### config.mk
export PLATFORM = sky130hd
export DESIGN_NAME = rc_pulse_width_capture_flat
export DESIGN_NICKNAME = d
export VERILOG_FILES = /design/src/rtl/core/rpwc_pkg.sv /design/src/rtl/core/rpwc_in_if.sv /design/src/rtl/core/rpwc_out_if.sv /design/src/rtl/core/rpwc_regs.sv /design/src/rtl/core/rc_pulse_width_capture.sv /design/src/flat_wrapper.sv
export SDC_FILE = /design/constraint.sdc
export NUM_CORES = 1
export LEC_CHECK = 0
export BUFFER_PORTS_ARGS = -buffer_cell sky130_fd_sc_hd__clkbuf_2
export CAP_MARGIN = 25
export CORE_MARGIN = 2
export CORE_UTILIZATION = 32
export CTS_BUF_LIST = sky130_fd_sc_hd__clkbuf_16
export CTS_CLUSTER_DIAMETER = 120
export DETAILED_ROUTE_END_ITERATION = 10
export SLEW_MARGIN = 10
export SYNTH_ARGS = -nofsm -noshare
export SYNTH_HDL_FRONTEND = slang
export SYNTH_SLANG_ARGS = --single-unit
### constraint.sdc
create_clock -name clk -period 14.9 [get_ports clk]
set_input_delay 2.98 -clock clk [delete_from_list [all_inputs] [get_ports clk]]
set_output_delay 2.98 -clock clk [all_outputs]
set_load 0.005 [all_outputs]
### src/rtl/core/rpwc_pkg.sv
// ----------------------------------------------------------------------------
// rpwc_pkg
// Shared types and constants of the RC pulse width capture block.
// ----------------------------------------------------------------------------
`default_nettype none

package rpwc_pkg;

  localparam int CH_BITS    = 3;
  localparam int CNT_BITS   = 16;
  localparam int APB_ADDR_W = 4;
  localparam int APB_DATA_W = 32;

  localparam logic [CNT_BITS-1:0] PERIOD_RESET = 16'd40000;
  localparam logic [CNT_BITS-1:0] MIN_RESET    = 16'd2180;
  localparam logic [CNT_BITS-1:0] MAX_RESET    = 16'd3870;

  typedef enum logic [1:0] {
    REG_PERIOD = 2'd0,
    REG_MIN    = 2'd1,
    REG_MAX    = 2'd2
  } reg_idx_t;

  typedef struct packed {
    logic [CNT_BITS-1:0] timer_period;
    logic [CNT_BITS-1:0] min_width;
    logic [CNT_BITS-1:0] max_width;
  } cfg_t;

  typedef struct packed {
    logic                expect_fall;
    logic [CNT_BITS-1:0] rise_time;
    logic [CNT_BITS-1:0] pulse_width;
  } entry_t;

endpackage

`default_nettype wire

### src/rtl/core/rpwc_in_if.sv
// ----------------------------------------------------------------------------
// rpwc_in_if
// Input channel: edge events and read requests with valid/ready handshake.
// ----------------------------------------------------------------------------
`default_nettype none

interface rpwc_in_if;
  import rpwc_pkg::*;

  logic                valid;
  logic                ready;
  logic                func;
  logic [CH_BITS-1:0]  channel;
  logic [CNT_BITS-1:0] count;

  modport source (output valid, output func, output channel, output count, input ready);
  modport sink   (input valid, input func, input channel, input count, output ready);
endinterface

`default_nettype wire

### src/rtl/core/rpwc_out_if.sv
// ----------------------------------------------------------------------------
// rpwc_out_if
// Output channel: measured pulse widths with valid/ready handshake.
// ----------------------------------------------------------------------------
`default_nettype none

interface rpwc_out_if;
  import rpwc_pkg::*;

  logic                valid;
  logic                ready;
  logic [CH_BITS-1:0]  read_channel;
  logic [CNT_BITS-1:0] value;

  modport source (output valid, output read_channel, output value, input ready);
  modport sink   (input valid, input read_channel, input value, output ready);
endinterface

`default_nettype wire

### src/rtl/core/rpwc_regs.sv
// ----------------------------------------------------------------------------
// rpwc_regs
// APB register file holding the timer period and the clamp bounds.
// ----------------------------------------------------------------------------
`default_nettype none

module rpwc_regs (
  input  wire logic                            clk,
  input  wire logic                            rst,
  input  wire logic                            psel,
  input  wire logic                            penable,
  input  wire logic                            pwrite,
  input  wire logic [rpwc_pkg::APB_ADDR_W-1:0] paddr,
  input  wire logic [rpwc_pkg::APB_DATA_W-1:0] pwdata,
  output logic      [rpwc_pkg::APB_DATA_W-1:0] prdata,
  output logic                                 pready,
  output rpwc_pkg::cfg_t                       cfg
);
  import rpwc_pkg::*;

  reg_idx_t reg_idx;
  logic     wr_en;

  assign reg_idx = reg_idx_t'(paddr[3:2]);
  assign wr_en   = psel && penable && pwrite;
  assign pready  = 1'b1;

  always_ff @(posedge clk) begin
    if (rst) begin
      cfg.timer_period <= PERIOD_RESET;
      cfg.min_width    <= MIN_RESET;
      cfg.max_width    <= MAX_RESET;
    end else if (wr_en) begin
      case (reg_idx)
        REG_PERIOD: cfg.timer_period <= pwdata[CNT_BITS-1:0];
        REG_MIN:    cfg.min_width    <= pwdata[CNT_BITS-1:0];
        REG_MAX:    cfg.max_width    <= pwdata[CNT_BITS-1:0];
        default: begin
        end
      endcase
    end
  end

  always_comb begin
    prdata = '0;
    case (reg_idx)
      REG_PERIOD: prdata = APB_DATA_W'(cfg.timer_period);
      REG_MIN:    prdata = APB_DATA_W'(cfg.min_width);
      REG_MAX:    prdata = APB_DATA_W'(cfg.max_width);
      default:    prdata = '0;
    endcase
  end

endmodule

`default_nettype wire

### src/rtl/core/rc_pulse_width_capture.sv
// ----------------------------------------------------------------------------
// rc_pulse_width_capture
// Multichannel RC pulse width capture with clamped, mirrored read-back.
// ----------------------------------------------------------------------------
// One beat is accepted per cycle. Per-channel state sits in a small
// synchronous memory that is read when a beat is accepted; edge events are
// written back in the following cycle; a write forwarding register covers
// back-to-back beats on the same channel. A read result passes from the s1
// stage registers into the output register. The input stalls only while a
// read waits behind an output beat that has not been taken. Reset takes
// effect at once through per-entry valid bits, so no clearing pass is needed.
// Beats for channels at or above CHANNELS are dropped without a result.
`default_nettype none

module rc_pulse_width_capture #(
  parameter int CHANNELS = 7
) (
  input  wire logic                            clk,
  input  wire logic                            rst,
  input  wire logic                            psel,
  input  wire logic                            penable,
  input  wire logic                            pwrite,
  input  wire logic [rpwc_pkg::APB_ADDR_W-1:0] paddr,
  input  wire logic [rpwc_pkg::APB_DATA_W-1:0] pwdata,
  output logic      [rpwc_pkg::APB_DATA_W-1:0] prdata,
  output logic                                 pready,
  rpwc_in_if.sink                              in_ch,
  rpwc_out_if.source                           out_ch
);
  import rpwc_pkg::*;

  localparam int CH_W = (CHANNELS > 1) ? $clog2(CHANNELS) : 1;

  cfg_t cfg;

  rpwc_regs u_regs (
    .clk     (clk),
    .rst     (rst),
    .psel    (psel),
    .penable (penable),
    .pwrite  (pwrite),
    .paddr   (paddr),
    .pwdata  (pwdata),
    .prdata  (prdata),
    .pready  (pready),
    .cfg     (cfg)
  );

  entry_t              mem [CHANNELS];
  logic                ent_valid [CHANNELS];

  logic [4:0]          ch_ext;
  logic [CH_W-1:0]     in_idx;
  logic                in_range;
  logic                in_accept;

  logic                s1_valid;
  logic                s1_func;
  logic [CH_W-1:0]     s1_idx;
  logic [CH_BITS-1:0]  s1_channel;
  logic [CNT_BITS-1:0] s1_count;
  entry_t              rd_data;
  logic                rd_valid;

  logic                fwd_valid;
  logic [CH_W-1:0]     fwd_idx;
  entry_t              fwd_data;

  entry_t              cur;
  entry_t              new_entry;
  logic                s1_go;
  logic                wr_en;
  logic                out_load;

  logic [CNT_BITS:0]   sum;
  logic [CNT_BITS+1:0] diff;
  logic                wrap_sub;
  logic [CNT_BITS-1:0] width_calc;
  logic [CNT_BITS-1:0] clamped;
  logic [CNT_BITS-1:0] mirror;

  assign ch_ext    = {2'b00, in_ch.channel};
  assign in_idx    = ch_ext[CH_W-1:0];
  assign in_range  = ch_ext < 5'(CHANNELS);
  assign s1_go     = !(s1_valid && s1_func && out_ch.valid && !out_ch.ready);
  assign in_ch.ready = s1_go;
  assign in_accept = in_ch.valid && s1_go;
  assign wr_en     = s1_valid && !s1_func;
  assign out_load  = s1_valid && s1_func && s1_go;

  always_comb begin
    if (fwd_valid && (fwd_idx == s1_idx)) begin
      cur = fwd_data;
    end else if (rd_valid) begin
      cur = rd_data;
    end else begin
      cur = '0;
    end
  end

  always_comb begin
    sum        = {1'b0, cfg.timer_period} + {1'b0, s1_count};
    diff       = {1'b0, sum} - {2'b00, cur.rise_time};
    wrap_sub   = diff[CNT_BITS+1] || (diff[CNT_BITS:0] >= {1'b0, cfg.timer_period});
    width_calc = wrap_sub ? (s1_count - cur.rise_time) : diff[CNT_BITS-1:0];
  end

  always_comb begin
    new_entry = cur;
    if (!cur.expect_fall) begin
      new_entry.expect_fall = 1'b1;
      new_entry.rise_time   = s1_count;
    end else begin
      new_entry.expect_fall = 1'b0;
      new_entry.pulse_width = width_calc;
    end
  end

  always_comb begin
    if (cur.pulse_width < cfg.min_width) begin
      clamped = cfg.min_width;
    end else if (cur.pulse_width > cfg.max_width) begin
      clamped = cfg.max_width;
    end else begin
      clamped = cur.pulse_width;
    end
    mirror = cfg.max_width + cfg.min_width - clamped;
  end

  always_ff @(posedge clk) begin
    if (wr_en) begin
      mem[s1_idx] <= new_entry;
    end
    if (in_accept) begin
      rd_data  <= mem[in_idx];
      fwd_idx  <= s1_idx;
      fwd_data <= new_entry;
    end
  end

  always_ff @(posedge clk) begin
    if (rst) begin
      for (int k = 0; k < CHANNELS; k++) begin
        ent_valid[k] <= 1'b0;
      end
    end else if (wr_en) begin
      ent_valid[s1_idx] <= 1'b1;
    end
  end

  always_ff @(posedge clk) begin
    if (rst) begin
      s1_valid  <= 1'b0;
      fwd_valid <= 1'b0;
      rd_valid  <= 1'b0;
    end else begin
      if (s1_go) begin
        s1_valid <= in_accept && in_range;
      end
      if (in_accept) begin
        fwd_valid <= wr_en;
        rd_valid  <= ent_valid[in_idx];
      end
    end
  end

  always_ff @(posedge clk) begin
    if (in_accept) begin
      s1_func    <= in_ch.func;
      s1_idx     <= in_idx;
      s1_channel <= in_ch.channel;
      s1_count   <= in_ch.count;
    end
  end

  always_ff @(posedge clk) begin
    if (rst) begin
      out_ch.valid <= 1'b0;
    end else if (out_load) begin
      out_ch.valid <= 1'b1;
    end else if (out_ch.ready) begin
      out_ch.valid <= 1'b0;
    end
  end

  always_ff @(posedge clk) begin
    if (out_load) begin
      out_ch.read_channel <= s1_channel;
      out_ch.value        <= mirror;
    end
  end

endmodule

`default_nettype wire
### src/flat_wrapper.sv
// flat-port wrapper written by rule: the top's interface ports become plain ports
module rc_pulse_width_capture_flat import rpwc_pkg::*;
#(
  parameter int CHANNELS = 7
)
  (clk, rst, psel, penable, pwrite, paddr, pwdata, prdata, pready, in_ch_valid, in_ch_func, in_ch_channel, in_ch_count, in_ch_ready, out_ch_valid, out_ch_read_channel, out_ch_value, out_ch_ready);
  rpwc_in_if in_ch_i ();
  rpwc_out_if out_ch_i ();
  input  wire logic clk;
  input  wire logic rst;
  input  wire logic psel;
  input  wire logic penable;
  input  wire logic pwrite;
  input  wire logic [rpwc_pkg::APB_ADDR_W-1:0] paddr;
  input  wire logic [rpwc_pkg::APB_DATA_W-1:0] pwdata;
  output logic      [rpwc_pkg::APB_DATA_W-1:0] prdata;
  output logic pready;
  input wire logic [$bits(in_ch_i.valid)-1:0] in_ch_valid;
  input wire logic [$bits(in_ch_i.func)-1:0] in_ch_func;
  input wire logic [$bits(in_ch_i.channel)-1:0] in_ch_channel;
  input wire logic [$bits(in_ch_i.count)-1:0] in_ch_count;
  output wire logic [$bits(in_ch_i.ready)-1:0] in_ch_ready;
  output wire logic [$bits(out_ch_i.valid)-1:0] out_ch_valid;
  output wire logic [$bits(out_ch_i.read_channel)-1:0] out_ch_read_channel;
  output wire logic [$bits(out_ch_i.value)-1:0] out_ch_value;
  input wire logic [$bits(out_ch_i.ready)-1:0] out_ch_ready;
  assign in_ch_i.valid = in_ch_valid;
  assign in_ch_i.func = in_ch_func;
  assign in_ch_i.channel = in_ch_channel;
  assign in_ch_i.count = in_ch_count;
  assign in_ch_ready = in_ch_i.ready;
  assign out_ch_valid = out_ch_i.valid;
  assign out_ch_read_channel = out_ch_i.read_channel;
  assign out_ch_value = out_ch_i.value;
  assign out_ch_i.ready = out_ch_ready;
  rc_pulse_width_capture #(.CHANNELS(CHANNELS)) u_core (.clk(clk), .rst(rst), .psel(psel), .penable(penable), .pwrite(pwrite), .paddr(paddr), .pwdata(pwdata), .prdata(prdata), .pready(pready), .in_ch(in_ch_i), .out_ch(out_ch_i));
endmodule
==> impl_metrics.toml <==
[outcome]
outcome = "complete, no violations"

[finish]
diodes = 0
layout_commonest_cell = "edfxtp_1"
fin_area_mm2 = 0.0230
nets = 1908
drive_gt1_share_pct = 15.6
final_cells = 2601
final_cell_mix = "346 x edfxtp_1, 200 x nand2_1, 130 x a21oi_1"
syn2layout_area_growth_pct = 13.6

[synthesis]
async_flop_share_pct = 0
yosysWarnings = 0
syn_inst = 1648
synth_ff_type = "edfxtp_1"
synth_edf_count = 346
synth.distinct_cells = 78
syn_avg_cell_area_um2 = 12.3
synthTopCellsByArea = "edfxtp_1 51%, ha_1 5.9%, dfxtp_1 5.2%"
netlist.area_leader.share_pct = 51.3
synth_largest_area_cell = "edfxtp_1"
syn_area_mm2 = 0.0202
ys_seq_area_share_pct = 56.6
ys_ff_latch = 399

[timing]
drv_slew = 0
slew_headroom_pct = 30.3
hold_viol_final = 0
rsz0062_at_grt = "false"
finalSetupViolCount = 0
fin_tns_setup_ns = 0
fin_skew_ns = 0.0145
tightest_slew_ns = 1.04
min_period_over_period_pct = 50.8
fmax_mhz = 132
min_period_ns = 7.56

[critical_path]
r2r_cells = 21
cpMostUsedCell = "clkbuf_2"
reg2reg_to = "u_core.mem[3][11]"
crit_slowest_cell = "clkbuf_2"
critical_path_peak_fanout = 22
r2r_setup_slack_ns = 7.85
worstSetupPathType = "primary input to primary output"
required_ns = 11.92
reg2reg_from = "u_core.s1_idx[1]"
startpoint = "paddr[2]"
start_kind = "primary input"
path_cells = "clkbuf_2 > nor2b_1 > buf_4 > nand2_1 > o21ai_0 > clkbuf_2"
worstPathArrival_ns = 4.58
critPathMaxStageDelay_ns = 0.47
end_kind = "primary output"

[power_and_ir_drop]
power_uw = 2720
p_per_area_mw_per_mm2 = 118
vdd_drop_max_uv = 70.0
p_leak_uw = 0.00865

[die]
die_h_um = 255
core.rowCount = 92
core_area_mm2 = 0.0629
die_w_um = 255
start_util_pct = 32.2
dieArea_mm2 = 0.0653
pin_count = 117

[clock_network]
cts_resized = 0
path_clk_slew_ns = 0.06
clk_latency_ns = 0.57
cts_max_path_buffers = 3
cts_tree = "done"
cts-root-buf = "clkbuf_16"
cts_setup_buffers = 0
htree_levels = 2
numClockSinks = 399
holdBufCountCts = 0
cts_buffers = 43

[routing]
vias = 13000
wl_um = 50200
postRouteAntennaNets = 0
via_per_inst = 5.01
drtPass1Iterations = 5
drt_iter0_drc = 1028
wl_per_cell_um = 19.3
drc_errors = 0

[worst_hold_path]
min_from = "u_core.ent_valid[6]"
holdPathEnd = "u_core.ent_valid[6]"
hold-path-cell-count = 1
hp-class = "flop to flop"

[grt]
overflow = 0
grt_use_total_pct = 15.2
grt_antenna_before_repair = 0
grt_max_degree = 65
grt_pass1_vias = 13200
grt_pass1_wl_um = 76700

[placement]
dpl_cell_area_mm2 = 0.0216
dp.cells = 2521
gp_congestion = 0.879
place.port_buffers = 81
dp_hpwl_um = 32400

[job]
maxCapViolCount = 0
## flip-flops by register name, summed over array words and instances, names as in the netlist, 8 cells and up
signal               cells
u_core.ent_valid         8
u_core.fwd_data         33
u_core.rd_data          33
u_core.out_ch.value     16
u_core.s1_count         16
u_core.mem             231
u_core.u_regs.cfg       48
## routing by layer
metal	vias to the layer above	GRT usage, %	share of wire (%)
li1	6154	-	-
met1	6448	19.0	43
met2	343	27.0	50
met3	87	2.34	4.6
met4	0	4.78	2.4
met5	-	0	0
## layout make-up
class / instances / area, um^2
Inverter: 106 / 400
Clock inverter: 35 / 298
Clock buffer: 44 / 1100
Tap cell: 846 / 1060
Multi-Input combinational cell: 1069 / 8110
Fill cell: 6085 / 39900
Timing Repair Buffer: 102 / 576
Sequential cell: 399 / 11500
## metrics by stage
step | utilization [%] | hold slack (ns) | setup WS (ns)
2_1_floorplan | - | 0.435 | 7.77
3_3_place_gp | 34.3 | 0.445 | 7.33
3_5_place_dp | 34.3 | 0.470 | 7.32
4_1_cts | 36.6 | 0.482 | 7.32
5_1_grt | 36.6 | 0.511 | 7.26
6_report | 36.6 | 0.483 | 7.34
## power by group
part           total [uW]  switching, uW  internal (uW)
combinational         387            232            155
clock                1060            433            622
sequential           1270           16.4           1260
## worst max-delay path, delay by kind of cell
| kind | cells | cell delay, ns |
|---|---|---|
| simple gates | 2 | 0.45 |
| buf+inv | 3 | 0.98 |
| compound gates | 1 | 0.16 |
## kinds of logic after synthesis
logic type | share of synthesized area [%]
compound gates | 10.2
xor+xnor | 2.13
fa+ha+maj | 8.80
buf+inv | 4.02
flops | 56.6
mux | 8.95
other cells | 0.0371
simple gates | 9.33
## worst max path at each step
stage                       to  slack (ns)  depth (start not counted)
floorplan           prdata[10]        7.77                          4
global placement     prdata[1]        7.33                          6
detailed placement   prdata[2]        7.32                          6
CTS                  prdata[2]        7.32                          6
global route         prdata[6]        7.26                          6
finish               prdata[6]        7.34                          6
## cell usage after synthesis, types with 31 or more instances
library cell	count
a21o_1	31
nor2_1	92
o21ai_0	74
clkbuf_1	48
dfxtp_1	53
nand2_1	200
inv_1	105
edfxtp_1	346
ha_1	95
mux2i_1	58
a21oi_1	131
mux4_2	35
mux2_2	36
No activity file was read; power rests on OpenSTA's default activity.
